File: src/rtl/assert_macros.svh
// assertion macros used by the boundary face adjacency check unit
// no dependencies; each macro expands to one labeled concurrent assertion
`ifndef ASSERT_MACROS_SVH
`define ASSERT_MACROS_SVH

// same-cycle implication, disabled while reset is asserted
`define MBFAC_ASSERT_IMP(label, clk, rst_n, ante, cons, msg) \
    label: assert property (@(posedge clk) disable iff (!(rst_n)) (ante) |-> (cons)) \
        else $error(msg);

// next-cycle implication, disabled while reset is asserted
`define MBFAC_ASSERT_NXT(label, clk, rst_n, ante, cons, msg) \
    label: assert property (@(posedge clk) disable iff (!(rst_n)) (ante) |=> (cons)) \
        else $error(msg);

`endif

File: src/rtl/mbfac_ram.sv
// generic single-port-write, single-port-read ram with registered read data
// no dependencies
`default_nettype none

module mbfac_ram #(
    parameter int WIDTH = 8,
    parameter int DEPTH = 16
) (
    input  wire logic                     i_clk,
    input  wire logic                     i_wr_en,
    input  wire logic [$clog2(DEPTH)-1:0] i_wr_addr,
    input  wire logic [WIDTH-1:0]         i_wr_data,
    input  wire logic [$clog2(DEPTH)-1:0] i_rd_addr,
    output logic      [WIDTH-1:0]         o_rd_data
);

    logic [WIDTH-1:0] r_mem [DEPTH];
    logic [WIDTH-1:0] r_rd_data;

    always_ff @(posedge i_clk) begin
        if (i_wr_en) begin
            r_mem[i_wr_addr] <= i_wr_data;
        end
        r_rd_data <= r_mem[i_rd_addr];
    end

    assign o_rd_data = r_rd_data;

endmodule

`default_nettype wire

File: config.mk
export PLATFORM = sky130hd
export DESIGN_NAME = mbfac_ram
export DESIGN_NICKNAME = d
export VERILOG_FILES = /design/src/rtl/assert_macros.svh /design/src/rtl/mbfac_ram.sv
export SDC_FILE = /design/constraint.sdc
export NUM_CORES = 1
export LEC_CHECK = 0
export BUFFER_PORTS_ARGS = -buffer_cell sky130_fd_sc_hd__buf_2
export CAP_MARGIN = 20
export CORE_AREA = 3 3 115 117
export DETAILED_ROUTE_END_ITERATION = 8
export DIE_AREA = 0 0 118 120
export PLACE_DENSITY_LB_ADDON = 0.08
export SLEW_MARGIN = 0
export SYNTH_ARGS = -nofsm -noshare
export SYNTH_HDL_FRONTEND = slang
export SYNTH_SLANG_ARGS = --single-unit
File: constraint.sdc
create_clock -name i_clk -period 2 [get_ports i_clk]
set_clock_uncertainty 0.2 [all_clocks]
set_input_delay 0.2 -clock i_clk [delete_from_list [all_inputs] [get_ports i_clk]]
set_output_delay 0.2 -clock i_clk [all_outputs]
set_load 0.01 [all_outputs]
* Word level (Yosys, flattened, before mapping) *
Memories as Yosys holds them, arrays and structs flattened. A register that Yosys moved wholly into a read port is not among the register bits.
Cells that the tools add are included.

word-level totals
  input port bits = 18
  output and inout bits = 8
  bits in writable memories = 128
  memories kept = 1
  word-level logic and storage cells = 3
  register bits after elaboration = 0

cells by class
  mux-type cells = 2

memory list
  name   depth  bits a word  rd ports  clocked after memory_dff  write ports  RTL line         text
  r_mem  16     8            1         1                         1            mbfac_ram.sv:17  logic [WIDTH-1:0] r_mem [DEPTH];

operators with widths
  cell     count
  $mux W1  2

* Logic depth before layout (Yosys ltp) *
  word-level depth = 2
  mapped depth = 5
  depth with buffers taken out = 3

* Worst setup path before layout *
OpenSTA, ideal clock, no wires.

  kind = in2reg
  start point = input port i_wr_addr[2]
  end point = memory r_mem[0][0], enable pin
  buffers on the path = 0
  cell stages on the path = 2
  data required time = 1.417 ns
  path slack = 0.107 ns
  data arrival time = 1.310 ns
  library setup time = 0.383 ns
  path through = or3b_2 -> nor3_1

RTL lines
  element             RTL line         text
  start: declaration  mbfac_ram.sv:11  input wire logic [$clog2(DEPTH)-1:0] i_wr_addr,
  end: declaration    mbfac_ram.sv:17

Straight into the memory's write port.

==> metrics.cfg <==
[layout]
area_growth_syn_to_layout_pct=22.29
drive_gt1_frac=0.3059
fill_cells=1037
nNetsFinal=309
finish.utilization=0.5050

[worst_setup_path]
startpoint=r_mem[9][1]
reg2reg_to=o_rd_data[1]
worstPathArrival_ns=1.61
worstPathRequired_ns=2.09
reg2reg_depth=3
crit_end=o_rd_data[1]
cp-end-kind=flop
path_max_fanout=1
r2r_start=r_mem[9][1]
crit_type=flop to flop
r2r_slack_ns=0.47
startpoint_type=flop

[synth]
yosys_warnings=0
yosysSeqAreaShare=0.7778
syn_nets=247
ys_types=19
syn-cell-area_um2=5147
synth_cells=229
synth-edff-count=128
synth_area_per_cell_um2=22.48
ys_top_cells_by_area=edfxtp_1, mux4_2, mux4_1, dfxtp_1, a22oi_1
async_flop_share=0
synth-seq-cells=136
ys.flop_type=edfxtp_1
synth.top_cell.area_share=0.7467
yosysTopAreaCell=edfxtp_1

[power]
clkPwrFrac=0.479
switching_share=0.1854
leakagePower_nw=2.158
combPwrFrac=0.047
seqPwrFrac=0.474
switching_power_w=0.001253
power.density_nw_per_um2=1073
peakVddDrop_v=0.0004188
p_int_w=0.005504

[route]
routed.top_layer=met4
met2_length_um=4783
drtIter0Drc=146
met3_length_um=467
vias=2429
ant_nets=0
wire_per_inst_um=20.85
vias_per_cell=5.092
dr.pass1.iters=4
m1WireLength_um=4500
drc_errors=0
drt-total-wl_um=9944

[min_path]
hold_path.class=input port to flop

[placed_design]
io_buffers=25
hpwl_um=6382
place.gp.congestion=0.6904

[timing]
tns_ns=0
min_period_ns=1.525
slew_headroom=0.4802
final-setup-viol-count=0
slew_violations=0
max_freq_mhz=655.7
period_share=0.7625
hold_violations=0
rsz0062_at_grt=no
max_slew.worst_pin.slew_ns=0.7768

[global_routing]
antenna_found_initial=1
grt_pass1_wl_um=15370
grt.overflow.total=0
grt_pass1_vias=2558
track_usage=0.1529
grt_max_degree=33

[clock_network]
h-tree-depth=4
clock_tree.root_cell=clkbuf_16
cts_setup_buffers=0
cts_hold_repair.buffers=8
post_cts_resized=0
cts_buffers=17
clk_pin_slew_ns=0.05
clkSinkCount=136
cts_buffer_depth=2
cts_tree=done
clk_latency_ns=0.41

[run]
cap_violations=0

[die]
core.rowCount=41
die_w_um=118
io-pin-count=26
fp.dieArea_um2=14160
die_h_um=120
core_area_um2=12470
start_util=0.4129

[outcome]
status=completed

-- per-stage QoR --
stage	std cells	hold slack, ns	setup WS [ns]	cell area [µm²]	power (W)
after floorplan	229	0.09887	0.1071	5147	0.003430
after global placement	436	0.3950	0.1748	5589	0.003574
after detailed placement	436	0.3964	0.1713	5589	0.003577
after CTS	476	0.1402	0.4245	6292	0.006832
after global routing	477	0.1508	0.3752	6295	0.006980
final	477	0.1549	0.4750	6295	0.006757
-- cell usage after synthesis, types with 2 or more instances --
master           count
buf_2                3
edfxtp_1           128
nand2b_1             2
nor3_1               4
a22oi_1             16
mux4_1              14
nand3b_1             2
mux4_2              18
dfxtp_1              8
buf_6                3
nor2_1              13
nand2_1              9
clkdlybuf4s25_2      3
-- power groups by stage --
| stage | clock [W] | combinational (W) | sequential (W) |
|---|---|---|---|
| 6_report | 0.00323 | 0.000316 | 0.00321 |
| 5_1_grt | 0.00342 | 0.000346 | 0.00321 |
| 4_1_cts | 0.00330 | 0.000326 | 0.00321 |
| 3_5_place_dp | 0 | 0.000313 | 0.00326 |
| 3_3_place_gp | 0 | 0.000310 | 0.00326 |
| 2_1_floorplan | 0 | 0.000162 | 0.00327 |
-- critical path: stages, from the launching register on --
cell      delay, ns
edfxtp_1       0.35
mux4_1         0.50
a22oi_1        0.26
nand2_1        0.10
-- routing by layer --
layer / global-route usage / vias up
li1: - / 1102
met1: 0.2081 / 1248
met2: 0.2300 / 62
met3: 0.04100 / 17
met4: 0.07473 / 0
met5: 0 / -
-- worst min path at each step --
stage          slack, ns            to    startpoint  depth (start not counted)
2_1_floorplan        0.1   r_mem[0][0]  i_wr_data[0]                          0
3_3_place_gp        0.40  o_rd_data[2]  o_rd_data[2]                          1
3_5_place_dp        0.40  o_rd_data[2]  o_rd_data[2]                          1
4_1_cts             0.14   r_mem[0][5]  i_wr_addr[0]                          3
5_1_grt             0.15   r_mem[0][5]  i_wr_addr[0]                          3
6_report            0.15   r_mem[0][5]  i_wr_addr[0]                          3
-- cells by family after synthesis --
logic type | after synthesis | synth area share
flip-flops | 136 | 0.7778
buffers and inverters | 10 | 0.01677
AND/OR/NAND/NOR | 35 | 0.03184
AO/OA/AOI/OAI | 16 | 0.02334
multiplexers | 32 | 0.1502
-- flip-flops by register name (all words and copies together), names as in the netlist --
signal,cells
o_rd_data,8
r_mem,128
-- cell usage in the layout (no fill, tap or decap), drive strengths merged --
master	Yosys	final
a22oi	16	16
and2	1	1
and2b	1	1
buf	7	45
bufinv	0	4
clkbuf	0	23
clkinv	0	5
dfxtp	8	8
diode	0	1
dlygate4sd3	0	8
edfxtp	128	128
mux4	32	32
nand2	9	9
nand2b	2	2
nand3	1	1
nand3b	2	2
nor2	13	13
nor2b	1	1
nor3	4	4
or3b	1	1
-- final cells by class --
class,instances,area [µm²],share of cell area
repair buffers,53,392.9,0.06241
flip-flops and latches,136,4004,0.6361
clock buffers,23,478.0,0.07593
multi-input cells,83,1057,0.1680
well taps,172,215.2,0.03419
diodes,1,2.502,0.0003975
clock inverters,9,145.1,0.02306
No activity file was read; power rests on OpenSTA's default activity.
